<file path="src/sv/gft_ram.sv">
// Generic single-port-write, single-port-read RAM with registered read.
// No dependencies.
module gft_ram #(
    parameter int WIDTH = 32,
    parameter int DEPTH = 64
) (
    input  logic                     clk,
    input  logic                     we,
    input  logic [$clog2(DEPTH)-1:0] waddr,
    input  logic [WIDTH-1:0]         wdata,
    input  logic [$clog2(DEPTH)-1:0] raddr,
    output logic [WIDTH-1:0]         rdata
);
    logic [WIDTH-1:0] mem [DEPTH];

    always_ff @(posedge clk)
    begin
        if (we)
        begin
            mem[waddr] <= wdata;
        end
        rdata <= mem[raddr];
    end
endmodule

</file>
<file path="config.mk">
export PLATFORM = sky130hd
export DESIGN_NAME = gft_ram
export DESIGN_NICKNAME = d
export VERILOG_FILES = /design/src/sv/gft_ram.sv
export SDC_FILE = /design/constraint.sdc
export NUM_CORES = 2
export LEC_CHECK = 0
export BUFFER_PORTS_ARGS = -buffer_cell sky130_fd_sc_hd__clkbuf_2
export CAP_MARGIN = 10
export CORE_ASPECT_RATIO = 0.9
export CORE_MARGIN = 8
export CORE_UTILIZATION = 65
export CTS_BUF_LIST = sky130_fd_sc_hd__clkbuf_8
export CTS_CLUSTER_DIAMETER = 50
export DETAILED_ROUTE_END_ITERATION = 8
export PLACE_DENSITY_LB_ADDON = 0.15
export SLEW_MARGIN = 25
export SYNTH_ARGS = -nofsm -noshare
export SYNTH_HDL_FRONTEND = slang
export SYNTH_SLANG_ARGS = --single-unit
</file>
<file path="constraint.sdc">
create_clock -name clk -period 4.7 [get_ports clk]
set_input_delay 0.705 -clock clk [delete_from_list [all_inputs] [get_ports clk]]
set_output_delay 0.705 -clock clk [all_outputs]
set_load 0.02 [all_outputs]
</file>
After elaboration in Yosys (flattened, before gate mapping)
Memory sizes are Yosys's and may differ from the RTL's. A register that Yosys moved wholly into a read port is not among the register bits. Cells that the tools add are included.

Bits in registers: 0. Memory bits (writable): 2048. Output and inout bits: 32. Logic and storage cells: 3. Memories kept: 1.

Memories: mem (depth 64, width 32, rd ports 1, clocked after Yosys merged registers in 1, write ports 1, RTL line 14) `logic [WIDTH-1:0] mem [DEPTH];`.

Multiplexer cells: 2.

Operators by type and width (number): 2-to-1 mux 1 bit (2).

Longest topological paths before layout
Depth in word-level cells: 2. Mapped depth: 10. Gate-level depth less buffers: 5.

Least setup slack after synthesis
Ideal clock, no wire load.

Path type: input port to flip-flop. Start: in waddr[3]. End: mem mem[48][0] (enable). Setup time: 0.461 ns. Data arrival time: 3.404 ns. Data required time: 4.239 ns. Slack: 0.835 ns. Stages: 4. Cells stage by stage: clkbuf_1 > nor2b_1 > nand4b_1 > nor3_1.

RTL lines: start: declaration (RTL line 9) `input logic [$clog2(DEPTH)-1:0] waddr,`; end: declaration (RTL line 14).

No word-level cell before the write port.

==> flow_metrics.tcl <==
set metrics [dict create \
    wl_per_cell_um 33.9 \
    period_share 0.596 \
    slew_violations 0 \
    synth_edf_count 2048 \
    fin_crit_ns 2.80 \
    start_util 0.652 \
    critical_path.max_stage_delay_ns 0.69 \
    fp.dieH_um 346 \
    dpl.cell_count 4979 \
    grt_pass1_wl_mm 270 \
    finalClockSkew_ns 0.0450 \
    async_reset_ff_frac 0 \
    cts_buffer_depth 4 \
    cp.depth 8 \
    drt_iter0_markers 5480 \
    final_cells 5542 \
    cp.required_ns 5.52 \
    wl_mm 188 \
    drive_gt1_frac 0.311 \
    die_width_um 382 \
    critPathLaunchType "primary input" \
    tns_ns 0 \
    synth_cells 3324 \
    cts_tree "done" \
    htreeDepth 5 \
    drc 0 \
    worstSetupPathType "primary input to register" \
    clkSinkCount 2080 \
    synth_top_area_share 0.783 \
    finalInstanceArea_um2 87700 \
    hold_class "primary input to register" \
    met3_usage 0.0665 \
    finalSetupViolations 0 \
    fillCellCount 6661 \
    syn-cell-area_um2 78500 \
    gr-usage-all-layers 0.285 \
    met1_usage 0.407 \
    path_buf_inv 3 \
    fin_nets 3753 \
    clock_latency_ns 0.99 \
    hold_depth 1 \
    hold_viol 0 \
    final_util 0.729 \
    r2r_cells 5 \
    vdd_drop_max_uv 308 \
    rows 121 \
    postSynthAreaPerCell_um2 23.6 \
    ys_types 34 \
    holdWs_ns 0.261 \
    crit_path_top_delay_cell "a311oi_1" \
    cts_hold_buf 0 \
    yosysWarnings 0 \
    outcome "finished clean" \
    grt_antenna_before_repair 8 \
    relSlewSlack 0.305 \
    yosys.area.top_type "edfxtp_1" \
    synth_nets 3370 \
    grt_start_max_net_pins 85 \
    worstPathArrival_ns 3.62 \
    portBuffers 77 \
    grt_pass1_vias 38644 \
    yosysSeqAreaShare 0.791 \
    numCtsBuffers 325 \
    ant_nets 0 \
    via_per_inst 6.81 \
    worst_pin_slew_ns 1.04 \
    die-area_um2 132000 \
    crit_family "buffers and inverters" \
    cts-resized-gates 0 \
    post_cts_buffers 0 \
    dp_hpwl_mm 106 \
    max_freq_mhz 357 \
    path_cells "buf_8 > buf_12 > buf_4 > mux4_2 > nor2b_1 > a21oi_1 > a311oi_1 > nor3_1" \
    power.density_nw_per_um2 410 \
    netlist_top_cells_area "edfxtp_1 (78%), mux4_2 (16%), mux2i_1 (1.2%)" \
    cts-root-buf "clkbuf_8" \
    ys.flop_type "edfxtp_1" \
    maxCapViolations 0 \
    synth_seq_cells 2080 \
    busiest_layer "met2" \
    gr-total-overflow 0 \
    clkTransAtPathRegs_ns 0.06 \
    cp_max_fo 38 \
    core-area_um2 120000 \
    placed_area_um2 82000 \
    io_pins 78 \
    rsz0062_at_grt "no" \
    area_growth_pct 11.7 \
    cellLeakagePower_nw 27.9 \
    endpoint_kind "register" \
    gp_congestion 0.846 \
    num_vias 37720 \
    grt.met2_usage 0.444 \
    drtPass1Iterations 5 \
]
layout by cell type (no fill, tap or decap), types with 15 or more instances in the layout:
| cell | n |
|---|---|
| nand2_1 | 26 |
| o221ai_1 | 27 |
| clkbuf_2 | 61 |
| nor2b_1 | 15 |
| nor2_4 | 62 |
| o22ai_1 | 84 |
| inv_1 | 115 |
| mux2i_1 | 93 |
| clkinv_2 | 26 |
| edfxtp_1 | 2048 |
| buf_4 | 143 |
| a21oi_1 | 62 |
| dfxtp_1 | 32 |
| buf_12 | 24 |
| clkbuf_8 | 334 |
| nor2_1 | 75 |
| clkinv_1 | 69 |
| mux4_2 | 544 |
layer usage:
layer	share of wire	vias up	wire length, µm
met5	0	-	0
li1	-	15075	-
met3	0.11	385	21500
met4	0.032	0	5990
met1	0.37	19807	69900
met2	0.48	2453	90200
report_power, final:
group | internal (mW) | switching, mW | leakage [nW]
sequential | 20.5 | 0.0927 | 18.7
combinational | 0.700 | 1.17 | 5.92
clock | 6.88 | 6.57 | 3.31
flip-flops by register name, summed over array words and instances, names as in the netlist:
| signal | count |
|---|---|
| mem | 2048 |
| rdata | 32 |
cells in the mapped netlist (4+ instances only):
cell type / number
nand2_1: 26
mux4_2: 544
buf_6: 5
nand3_1: 5
edfxtp_1: 2048
mux2i_1: 93
o22ai_1: 84
nor3_1: 7
nand2b_1: 8
and3_1: 4
a22oi_1: 12
buf_4: 25
nor2_1: 137
nor2b_1: 15
a311oi_1: 8
o221ai_1: 27
dfxtp_1: 32
buf_2: 57
o32ai_1: 4
buf_1: 21
clkbuf_1: 74
nand3b_1: 5
a41o_1: 4
a21oi_1: 62
per-stage QoR:
step | total power, mW | setup WS (ns)
after detailed placement | 22.9 | 0.932
after global routing | 37.0 | 1.88
after CTS | 36.1 | 1.97
after floorplan | 22.0 | 0.835
final | 36.0 | 1.90
after global placement | 22.8 | 1.00
worst register-to-register path: stages (launching register included):
cell and delay [ns]:
edfxtp_1 0.39, mux4_2 0.57, o22ai_1 0.22, nor3_1 0.09
a31oi_1 0.70, nor2_1 0.09
final timing paths:
path	from	end	slack [ns]
worst min-delay path	wdata[28]	mem[2][28]	0.26
worst max-delay path	raddr[0]	rdata[17]	1.90
worst max register to register	mem[46][18]	rdata[18]	2.50
worst min register to register	mem[13][20]	rdata[20]	0.78
kinds of logic (layout without fill, tap and decap cells):
| family | count (synthesis) | in the layout | synth area share |
|---|---|---|---|
| buf+inv | 182 | 793 | 0.0113 |
| flops | 2080 | 2080 | 0.791 |
| other cells | 0 | 8 | 0 |
| mux | 637 | 637 | 0.168 |
| simple gates | 223 | 223 | 0.0127 |
| compound gates | 202 | 202 | 0.0167 |
final cells by class:
type	count	area, µm²	share of cell area
repair buffers	238	1950	0.0222
flip-flops and latches	2080	62100	0.708
multi-input cells	1062	16000	0.182
well taps	1599	2000	0.0228
diodes	8	20.0	0.000228
clock inverters	221	1040	0.0119
clock buffers	334	4600	0.0524
No activity file was read; power rests on OpenSTA's default activity.
